## src/design/rvenc_pkg.sv

```systemverilog
`timescale 1ns / 1ps
// ----------------------------------------------------------------------------
// rvenc_pkg: shared types and constants of the RV64IM instruction encoder
// Holds the opcodes, the command codes, the funct3/funct7 lookup tables and
// the structures that carry a decoded operation down the pipeline.
// ----------------------------------------------------------------------------
package rvenc_pkg;

  // Major opcodes.
  localparam logic [6:0] OPC_REG    = 7'h33;
  localparam logic [6:0] OPC_REG32  = 7'h3B;
  localparam logic [6:0] OPC_IMM    = 7'h13;
  localparam logic [6:0] OPC_LOAD   = 7'h03;
  localparam logic [6:0] OPC_STORE  = 7'h23;
  localparam logic [6:0] OPC_BRANCH = 7'h63;
  localparam logic [6:0] OPC_JAL    = 7'h6F;
  localparam logic [6:0] OPC_JALR   = 7'h67;
  localparam logic [6:0] OPC_LUI    = 7'h37;
  localparam logic [6:0] OPC_AUIPC  = 7'h17;

  // Fixed system words.
  localparam logic [31:0] WORD_ECALL  = 32'h0000_0073;
  localparam logic [31:0] WORD_EBREAK = 32'h0010_0073;

  // Registers used by the call expansion.
  localparam logic [4:0] REG_ZERO = 5'd0;
  localparam logic [4:0] REG_RA   = 5'd1;
  localparam logic [4:0] REG_T1   = 5'd6;

  // Command codes that the decoder compares against.
  localparam logic [5:0] CMD_ADDW   = 6'd10;
  localparam logic [5:0] CMD_SUBW   = 6'd11;
  localparam logic [5:0] CMD_REMU   = 6'd17;
  localparam logic [5:0] CMD_ADDI   = 6'd18;
  localparam logic [5:0] CMD_SLTIU  = 6'd23;
  localparam logic [5:0] CMD_SLLI   = 6'd24;
  localparam logic [5:0] CMD_SRAI   = 6'd26;
  localparam logic [5:0] CMD_LD     = 6'd27;
  localparam logic [5:0] CMD_LBU    = 6'd33;
  localparam logic [5:0] CMD_SD     = 6'd34;
  localparam logic [5:0] CMD_SB     = 6'd37;
  localparam logic [5:0] CMD_BEQ    = 6'd38;
  localparam logic [5:0] CMD_BGEU   = 6'd43;
  localparam logic [5:0] CMD_JAL    = 6'd44;
  localparam logic [5:0] CMD_JALR   = 6'd45;
  localparam logic [5:0] CMD_LUI    = 6'd46;
  localparam logic [5:0] CMD_AUIPC  = 6'd47;
  localparam logic [5:0] CMD_LI     = 6'd48;
  localparam logic [5:0] CMD_CALL   = 6'd49;
  localparam logic [5:0] CMD_ECALL  = 6'd50;
  localparam logic [5:0] CMD_EBREAK = 6'd51;

  localparam logic [2:0] F3_SLLI = 3'd1;
  localparam logic [2:0] F3_SRXI = 3'd5;
  localparam logic [6:0] F7_ALT  = 7'h20;
  localparam logic [6:0] F7_MUL  = 7'h01;

  typedef enum logic [3:0] {
    FMT_R, FMT_I, FMT_SH, FMT_S, FMT_B, FMT_J, FMT_U,
    FMT_LI, FMT_CALL, FMT_ECALL, FMT_EBREAK
  } fmt_e;

  // Result of decoding one command.
  typedef struct packed {
    fmt_e       fmt;
    logic [2:0] f3;
    logic [6:0] f7;
    logic [6:0] opc;
    logic       li_small;   // li immediate fits a 12-bit signed field
    logic       li_in32;    // li immediate fits signed 32 bits
    logic       call_near;  // call offset reachable by JAL
    logic       lo_zero;    // low 12 immediate bits are zero
  } dec_t;

  // Contents of the first pipeline stage.
  typedef struct packed {
    dec_t        dec;
    logic [4:0]  rd;
    logic [4:0]  rs1;
    logic [4:0]  rs2;
    logic [31:0] imm;
  } s1_t;

  // Contents of the second pipeline stage.
  typedef struct packed {
    s1_t         op;
    logic [19:0] hi;        // upper part rounded for a following low part
  } s2_t;

  function automatic logic [6:0] r_f7(input logic [4:0] idx);
    logic [6:0] f;
    unique case (idx)
      5'd1, 5'd7, 5'd11: f = F7_ALT;
      5'd12, 5'd13, 5'd14, 5'd15, 5'd16, 5'd17: f = F7_MUL;
      default: f = 7'h00;
    endcase
    return f;
  endfunction

  function automatic logic [2:0] r_f3(input logic [4:0] idx);
    logic [2:0] f;
    unique case (idx)
      5'd2:  f = 3'd7;
      5'd3:  f = 3'd6;
      5'd4:  f = 3'd4;
      5'd5:  f = 3'd1;
      5'd6:  f = 3'd5;
      5'd7:  f = 3'd5;
      5'd8:  f = 3'd2;
      5'd9:  f = 3'd3;
      5'd13: f = 3'd1;
      5'd14: f = 3'd4;
      5'd15: f = 3'd5;
      5'd16: f = 3'd6;
      5'd17: f = 3'd7;
      default: f = 3'd0;
    endcase
    return f;
  endfunction

  function automatic logic [2:0] i_f3(input logic [2:0] idx);
    logic [2:0] f;
    unique case (idx)
      3'd1: f = 3'd7;
      3'd2: f = 3'd6;
      3'd3: f = 3'd4;
      3'd4: f = 3'd2;
      3'd5: f = 3'd3;
      default: f = 3'd0;
    endcase
    return f;
  endfunction

  function automatic logic [2:0] ld_f3(input logic [2:0] idx);
    logic [2:0] f;
    unique case (idx)
      3'd0: f = 3'd3;
      3'd1: f = 3'd2;
      3'd2: f = 3'd6;
      3'd3: f = 3'd1;
      3'd4: f = 3'd5;
      3'd5: f = 3'd0;
      default: f = 3'd4;
    endcase
    return f;
  endfunction

  function automatic logic [2:0] st_f3(input logic [1:0] idx);
    return 3'd3 - {1'b0, idx};
  endfunction

  function automatic logic [2:0] br_f3(input logic [2:0] idx);
    logic [2:0] f;
    unique case (idx)
      3'd0: f = 3'd0;
      3'd1: f = 3'd1;
      3'd2: f = 3'd4;
      3'd3: f = 3'd5;
      3'd4: f = 3'd6;
      default: f = 3'd7;
    endcase
    return f;
  endfunction

endpackage

```

## src/design/rvenc_decode.sv

```systemverilog
`timescale 1ns / 1ps
// ----------------------------------------------------------------------------
// rvenc_decode: command decode and immediate range checks
// Maps the command code to an instruction format and its function fields,
// and classifies the immediate for the li and call expansions.
// ----------------------------------------------------------------------------
module rvenc_decode (
  input  logic [5:0]         cmd_i,
  input  logic [63:0]        imm_i,
  output logic               known_o,
  output rvenc_pkg::dec_t    dec_o
);
  import rvenc_pkg::*;

  logic [5:0] rel;

  always_comb begin
    dec_o           = '0;
    dec_o.fmt       = FMT_R;
    known_o         = 1'b1;
    rel             = 6'd0;
    // Wide sign checks: all bits above the field equal the field's sign bit.
    dec_o.li_small  = (&imm_i[63:11]) | ~(|imm_i[63:11]);
    dec_o.li_in32   = (&imm_i[63:31]) | ~(|imm_i[63:31]);
    dec_o.call_near = (&imm_i[31:20]) | ~(|imm_i[31:20]);
    dec_o.lo_zero   = ~(|imm_i[11:0]);
    priority if (cmd_i <= CMD_REMU) begin
      dec_o.fmt = FMT_R;
      dec_o.f7  = r_f7(cmd_i[4:0]);
      dec_o.f3  = r_f3(cmd_i[4:0]);
      dec_o.opc = (cmd_i == CMD_ADDW || cmd_i == CMD_SUBW) ? OPC_REG32 : OPC_REG;
    end else if (cmd_i <= CMD_SLTIU) begin
      rel       = cmd_i - CMD_ADDI;
      dec_o.fmt = FMT_I;
      dec_o.f3  = i_f3(rel[2:0]);
      dec_o.opc = OPC_IMM;
    end else if (cmd_i <= CMD_SRAI) begin
      dec_o.fmt = FMT_SH;
      dec_o.f3  = (cmd_i == CMD_SLLI) ? F3_SLLI : F3_SRXI;
      dec_o.f7  = (cmd_i == CMD_SRAI) ? F7_ALT : 7'h00;
      dec_o.opc = OPC_IMM;
    end else if (cmd_i <= CMD_LBU) begin
      rel       = cmd_i - CMD_LD;
      dec_o.fmt = FMT_I;
      dec_o.f3  = ld_f3(rel[2:0]);
      dec_o.opc = OPC_LOAD;
    end else if (cmd_i <= CMD_SB) begin
      rel       = cmd_i - CMD_SD;
      dec_o.fmt = FMT_S;
      dec_o.f3  = st_f3(rel[1:0]);
      dec_o.opc = OPC_STORE;
    end else if (cmd_i <= CMD_BGEU) begin
      rel       = cmd_i - CMD_BEQ;
      dec_o.fmt = FMT_B;
      dec_o.f3  = br_f3(rel[2:0]);
      dec_o.opc = OPC_BRANCH;
    end else if (cmd_i == CMD_JAL) begin
      dec_o.fmt = FMT_J;
      dec_o.opc = OPC_JAL;
    end else if (cmd_i == CMD_JALR) begin
      dec_o.fmt = FMT_I;
      dec_o.opc = OPC_JALR;
    end else if (cmd_i == CMD_LUI) begin
      dec_o.fmt = FMT_U;
      dec_o.opc = OPC_LUI;
    end else if (cmd_i == CMD_AUIPC) begin
      dec_o.fmt = FMT_U;
      dec_o.opc = OPC_AUIPC;
    end else if (cmd_i == CMD_LI) begin
      dec_o.fmt = FMT_LI;
    end else if (cmd_i == CMD_CALL) begin
      dec_o.fmt = FMT_CALL;
    end else if (cmd_i == CMD_ECALL) begin
      dec_o.fmt = FMT_ECALL;
    end else if (cmd_i == CMD_EBREAK) begin
      dec_o.fmt = FMT_EBREAK;
    end else begin
      known_o = 1'b0;
    end
  end

endmodule

```

## src/design/rvenc_pack.sv

```systemverilog
`timescale 1ns / 1ps
// ----------------------------------------------------------------------------
// rvenc_pack: instruction word assembly
// Packs the decoded fields into the first and, for the two-word expansions,
// the second machine word, and flags an li immediate that is out of range.
// ----------------------------------------------------------------------------
module rvenc_pack (
  input  rvenc_pkg::s2_t s2_i,
  output logic [31:0]    w0_o,
  output logic [31:0]    w1_o,
  output logic           two_o,
  output logic           err_o
);
  import rvenc_pkg::*;

  logic [4:0]  d, a, b;
  logic [31:0] i;
  dec_t        dc;

  assign d  = s2_i.op.rd;
  assign a  = s2_i.op.rs1;
  assign b  = s2_i.op.rs2;
  assign i  = s2_i.op.imm;
  assign dc = s2_i.op.dec;

  always_comb begin
    w0_o  = '0;
    w1_o  = '0;
    two_o = 1'b0;
    err_o = 1'b0;
    unique case (dc.fmt)
      FMT_R:  w0_o = {dc.f7, b, a, dc.f3, d, dc.opc};
      FMT_I:  w0_o = {i[11:0], a, dc.f3, d, dc.opc};
      FMT_SH: w0_o = {dc.f7[6:1], i[5:0], a, dc.f3, d, dc.opc};
      FMT_S:  w0_o = {i[11:5], b, a, dc.f3, i[4:0], OPC_STORE};
      FMT_B:  w0_o = {i[12], i[10:5], b, a, dc.f3, i[4:1], i[11], OPC_BRANCH};
      FMT_J:  w0_o = {i[20], i[10:1], i[11], i[19:12], d, OPC_JAL};
      FMT_U:  w0_o = {i[19:0], d, dc.opc};
      FMT_LI: begin
        priority if (dc.li_small) begin
          w0_o = {i[11:0], REG_ZERO, 3'd0, d, OPC_IMM};
        end else if (!dc.li_in32) begin
          err_o = 1'b1;
        end else begin
          // With the low part zero the rounded upper part equals imm[31:12].
          w0_o  = {s2_i.hi, d, OPC_LUI};
          w1_o  = {i[11:0], d, 3'd0, d, OPC_IMM};
          two_o = !dc.lo_zero;
        end
      end
      FMT_CALL: begin
        if (dc.call_near) begin
          w0_o = {i[20], i[10:1], i[11], i[19:12], REG_RA, OPC_JAL};
        end else begin
          w0_o  = {s2_i.hi, REG_T1, OPC_AUIPC};
          w1_o  = {i[11:0], REG_T1, 3'd0, REG_RA, OPC_JALR};
          two_o = 1'b1;
        end
      end
      FMT_ECALL:  w0_o = WORD_ECALL;
      FMT_EBREAK: w0_o = WORD_EBREAK;
      default:    w0_o = '0;
    endcase
  end

endmodule

```

## src/design/rv64_instruction_encoder_top.sv

```systemverilog
`timescale 1ns / 1ps
// A transaction's first word passes through stages 1, 2 and 3 and is offered
// on the output port from the stage 3 register.
// Throughput: one input transaction per cycle for single-word operations while
// the output does not stall; the two-word li and far call expansions hold stage
// 3 until their second word is taken, since the output port carries one word per
// cycle. Reset (rst_ni low, asynchronous) empties every stage; the block takes input as soon as reset is released.
// ----------------------------------------------------------------------------
// rv64_instruction_encoder_top: RV64IM instruction encoder
// Three register stages (decode, upper-part rounding, word assembly), the last
// of which doubles as the output stage, hand out one or two words per transaction.
// ----------------------------------------------------------------------------
module rv64_instruction_encoder_top (
  input  logic               clk_i,
  input  logic               rst_ni,
  input  logic               in_valid_i,
  output logic               in_ready_o,
  input  logic [5:0]         cmd_i,
  input  logic [4:0]         rd_i,
  input  logic [4:0]         rs1_i,
  input  logic [4:0]         rs2_i,
  input  logic signed [63:0] imm_i,
  output logic               out_valid_o,
  input  logic               out_ready_i,
  output logic [31:0]        instr_o,
  output logic               last_o,
  output logic               error_o
);
  import rvenc_pkg::*;

  // Stage 1: decoded command, register numbers and the low immediate bits.
  // The upper 32 immediate bits only matter for the range checks, which are
  // resolved here so that they need not travel further.
  logic  known;
  dec_t  dec;
  s1_t   s1_q;
  logic  v1_q;

  // Stage 2: adds the rounded upper part used by LUI and AUIPC expansions.
  s2_t   s2_q, s2_d;
  logic  v2_q;

  // Stage 3: both output words assembled; doubles as the output register.
  logic [31:0] w0_d, w1_d, w0_q, w1_q;
  logic        two_d, err_d, two_q, err_q;
  logic        v3_q;
  logic        sel_q, sel_d;   // set while the second word is on the port

  logic en1, en2, en3, out_fire, pop;

  rvenc_decode u_decode (
    .cmd_i   (cmd_i),
    .imm_i   (imm_i),
    .known_o (known),
    .dec_o   (dec)
  );

  // A stage takes new data when it is empty or its contents move on. Stage 3
  // empties only when the last word of its transaction has been taken, so a
  // stall holds in place each full stage that has no empty stage after it.
  assign out_fire = out_valid_o && out_ready_i;
  assign pop      = out_fire && last_o;
  assign en3      = !v3_q || pop;
  assign en2      = !v2_q || en3;
  assign en1      = !v1_q || en2;
  assign in_ready_o = en1;

  // Rounding of the upper part: adding bit 11 compensates the sign-extended
  // low part that the following ADDI or JALR adds back.
  always_comb begin
    s2_d    = '0;
    s2_d.op = s1_q;
    s2_d.hi = s1_q.imm[31:12] + {19'd0, s1_q.imm[11]};
  end

  rvenc_pack u_pack (
    .s2_i  (s2_q),
    .w0_o  (w0_d),
    .w1_o  (w1_d),
    .two_o (two_d),
    .err_o (err_d)
  );

  // Word select on the output: advance to the second word once the first of
  // a two-word transaction has been taken, and return on the last.
  always_comb begin
    sel_d = sel_q;
    if (pop) begin
      sel_d = 1'b0;
    end else if (out_fire) begin
      sel_d = 1'b1;
    end
  end

  // Control state.
  always_ff @(posedge clk_i or negedge rst_ni) begin
    if (!rst_ni) begin
      v1_q  <= 1'b0;
      v2_q  <= 1'b0;
      v3_q  <= 1'b0;
      sel_q <= 1'b0;
    end else begin
      sel_q <= sel_d;
      if (en1) begin
        // Unknown commands produce no word and are dropped at entry.
        v1_q <= in_valid_i && known;
      end
      if (en2) begin
        v2_q <= v1_q;
      end
      if (en3) begin
        v3_q <= v2_q;
      end
    end
  end

  // Payload registers carry no reset.
  always_ff @(posedge clk_i) begin
    if (en1) begin
      s1_q.dec <= dec;
      s1_q.rd  <= rd_i;
      s1_q.rs1 <= rs1_i;
      s1_q.rs2 <= rs2_i;
      s1_q.imm <= imm_i[31:0];
    end
    if (en2) begin
      s2_q <= s2_d;
    end
    if (en3) begin
      w0_q  <= w0_d;
      w1_q  <= w1_d;
      two_q <= two_d;
      err_q <= err_d;
    end
  end

  assign out_valid_o = v3_q;
  assign instr_o     = sel_q ? w1_q : w0_q;
  assign last_o      = !two_q || sel_q;
  assign error_o     = err_q;

endmodule

```

## config.mk

```make
export PLATFORM = sky130hd
export DESIGN_NAME = rv64_instruction_encoder_top
export DESIGN_NICKNAME = d
export VERILOG_FILES = /design/src/design/rvenc_pkg.sv /design/src/design/rvenc_decode.sv /design/src/design/rvenc_pack.sv /design/src/design/rv64_instruction_encoder_top.sv
export SDC_FILE = /design/constraint.sdc
export NUM_CORES = 1
export LEC_CHECK = 0
export ABC_CLOCK_PERIOD_IN_PS = 8710
export BUFFER_PORTS_ARGS = -buffer_cell sky130_fd_sc_hd__buf_2
export CAP_MARGIN = 20
export CORE_ASPECT_RATIO = 1.2
export CORE_UTILIZATION = 35
export CTS_CLUSTER_SIZE = 40
export DETAILED_ROUTE_END_ITERATION = 8
export GPL_TIMING_DRIVEN = 0
export SLEW_MARGIN = 20
export SYNTH_ARGS = -nofsm -noshare
export SYNTH_HDL_FRONTEND = slang
export SYNTH_SLANG_ARGS = --single-unit
```

## constraint.sdc

```tcl
create_clock -name clk_i -period 8.71 [get_ports clk_i]
set_input_delay 0 -clock clk_i [delete_from_list [all_inputs] [get_ports clk_i]]
set_output_delay 0 -clock clk_i [all_outputs]
set_load 0.05 [all_outputs]
```

==> flow_summary.ini <==
[setup_path]
critPathSlowestCell = a21boi_1
crit_chain = clkbuf_1, nand2b_1, a21boi_1, nand3_4, buf_16, buf_2
crit_path_max_fanout = 53
r2r-start = sel_q$_DFFE_PN0P_
r2r_cells = 5
slowest_delay_ns = 0.52
start_kind = flip-flop
setup.worst_path.end_class = output pin
reg2reg_to = w0_q[31]$_SDFFCE_PN0P_
arrival_ns = 2.80
required_ns = 8.71
reg2reg_slack_ns = 6.31
worstSetupPathType = flip-flop to output pin

[global_routing]
grt_max_degree = 60
grt_pass1_vias = 6173
grt_pass1_wl_mm = 34.73
grt_antenna_before_repair = 0
grt_remaining_overflow = 0
track_usage = 0.1710

[yosys]
yosys.area_share.simple = 0.1377
yosysWarningCount = 0
synthesis.instances = 692
avgSynthCellArea_um2 = 13.18
synth_edf_count = 197
syn_nets = 789
yosysSeqAreaShare = 0.6596
synth_area_leaders = edfxtp_1 65%, mux2_2 2.6%, nand2_1 2.2%
synth_compound_area_frac = 0.1102
synth_top_family_by_area = simple AND/OR/NAND/NOR gates
synth_area_leader_cell = edfxtp_1
synth_top_area_frac = 0.6486
synthArstFlopShare = 0.01990
ys.flop_type = edfxtp_1
synth.area.mux_share = 0.02812
synth_cell_types = 70
synthXorXnorAreaFrac = 0.02017
netlist_area_mm2 = 0.009120
ys_ff_latch = 201
synthAdderAreaFrac = 0.01098

[floorplan]
core_mm2 = 0.02554
initial_core_util = 0.3570
rows = 64
die_y_um = 178.8
dieWidth_um = 149.4
dieArea_mm2 = 0.02671
io_pins = 125

[route]
post_drt_wl_per_cell_um = 18.29
vias = 6304
drt_iter0_markers = 528
drc = 0
dr.pass1.iters = 8
wirelength_mm = 22.64
ant_nets = 0
viasPerCell = 5.092

[placed_design]
place_inst = 1148
place_hpwl_mm = 16.72
numPortBuffers = 123
place_congestion = 0.8837

[timing]
worstMarginPinSlew_ns = 0.7730
fmax_ghz = 0.3567
slew_headroom = 0.4846
final.setup_skew_ns = 0.01460
setup_viol = 0
final-hold-violation-count = 0
fin_setup_tns_ns = 0
fin_crit_sh = 0.3219
grt_setup_unrepaired = false
period_needed_ns = 2.803
slew_viol_final = 0
holdWs_ns = 0.03251

[finish]
final_common_cell = edfxtp_1
nets = 990
mostFrequentLayoutCells = 197 x edfxtp_1, 143 x buf_2, 53 x nand2_1
stdcell_count = 1238
area_growth_pct = 25.59
num_antenna_cells = 0
drive_gt1_frac = 0.2401

[cts]
clk_path_buf_depth = 3
cts_buffers = 21
clock-sinks = 201
h-tree-depth = 1
clkLatencyLatePin_ns = 0.50
clk_pin_slew_ns = 0.06
tritoncts = done
cts_root_buf = clkbuf_16
cts_resized = 0

[pwr]
p_leak_nw = 4.324
p_per_area_mw_per_mm2 = 366.8
finalPower_w = 0.004202
irDropWorstVdd_uv = 153.3

[min_path]
min_path_cells = 3
hold_path_class = primary input to flip-flop
min_from = cmd_i[4]
hold_end = s1_q[54]$_DFFE_PP_

[job]
cap_violations = 0

[run_status]
status = completed
[power breakdown]
group | switching [W] | leakage (nW) | internal, W
Sequential | 0.000207 | 2.04 | 0.00161
Clock | 0.000366 | 0.327 | 0.000511
Combinational | 0.00104 | 1.95 | 0.000465
[final cells by class]
class / instances / area (um2)
flip-flops and latches: 201 / 6016
multi-input cells: 427 / 2821
plain buffers: 38 / 205.2
clock inverters: 13 / 141.4
repair buffers: 178 / 1219
inverters: 26 / 97.59
fillers: 2320 / 14090
well taps: 330 / 412.9
clock buffers: 25 / 540.5
[synthesized netlist by cell type (15+ instances only)]
cell	n
edfxtp_1	197
nand2_1	54
nor4_1	18
nor2_1	31
mux2_2	21
inv_1	23
buf_2	20
nand3_1	15
and2_1	18
o21ai_0	25
a21oi_1	26
nand4_1	22
[worst max path at each step]
stage                      startpoint                     end  slack, ns  depth (start not counted)
floorplan           sel_q$_DFFE_PN0P_       s1_q[0]$_DFFE_PP_       4.50                          4
global placement    sel_q$_DFFE_PN0P_      s1_q[38]$_DFFE_PP_       4.28                          4
finish              sel_q$_DFFE_PN0P_              in_ready_o       5.91                          6
global route        sel_q$_DFFE_PN0P_              in_ready_o       5.70                          6
CTS                 sel_q$_DFFE_PN0P_              in_ready_o       5.84                          6
detailed placement  sel_q$_DFFE_PN0P_  w0_q[27]$_SDFFCE_PN0P_       6.32                          5
[timing repair]
item | 4_1_cts | 5_1_grt
hold endpoints to repair | 57 | 0
buffers inserted | 0 | 0
hold buffers | 52 | 0
[worst max-delay path, delay by kind of cell (launching register included)]
kind | cells | cell delay, ns
buf+inv | 3 | 0.79
simple gates | 2 | 0.57
compound gates | 1 | 0.52
flops | 1 | 0.36
[cells by family after synthesis]
logic type               Yosys count
AO/OA/AOI/OAI                    141
AND/OR/NAND/NOR                  234
XOR/XNOR                          21
adder cells (fa/ha/maj)            8
multiplexers                      23
flip-flops                       201
buffers and inverters             64
[through the flow]
stage          utilization  cell area, um2  setup slack (ns)
6_report            0.4484           11450             5.907
5_1_grt             0.4484           11450             5.697
4_1_cts             0.4484           11450             5.838
3_5_place_dp        0.4013           10250             6.322
3_3_place_gp        0.3973           10150             4.278
2_1_floorplan            -            9120             4.499
[registers in the layout, indices dropped and copies added, names as in the netlist]
signal,flops
w0_q,31
out_valid_o,1
error_o,1
v1_q,1
sel_q,1
s1_q,66
w1_q,23
two_q,1
v2_q,1
s2_q,75
[metal layers]
layer	vias to the layer above	part of all wire	track usage
met3	39	0.053	0.02468
met2	209	0.50	0.2944
met4	0	0.025	0.05527
met1	2985	0.43	0.2202
li1	3071	-	-
met5	-	0	0
Power figures use the tool's default switching activity.
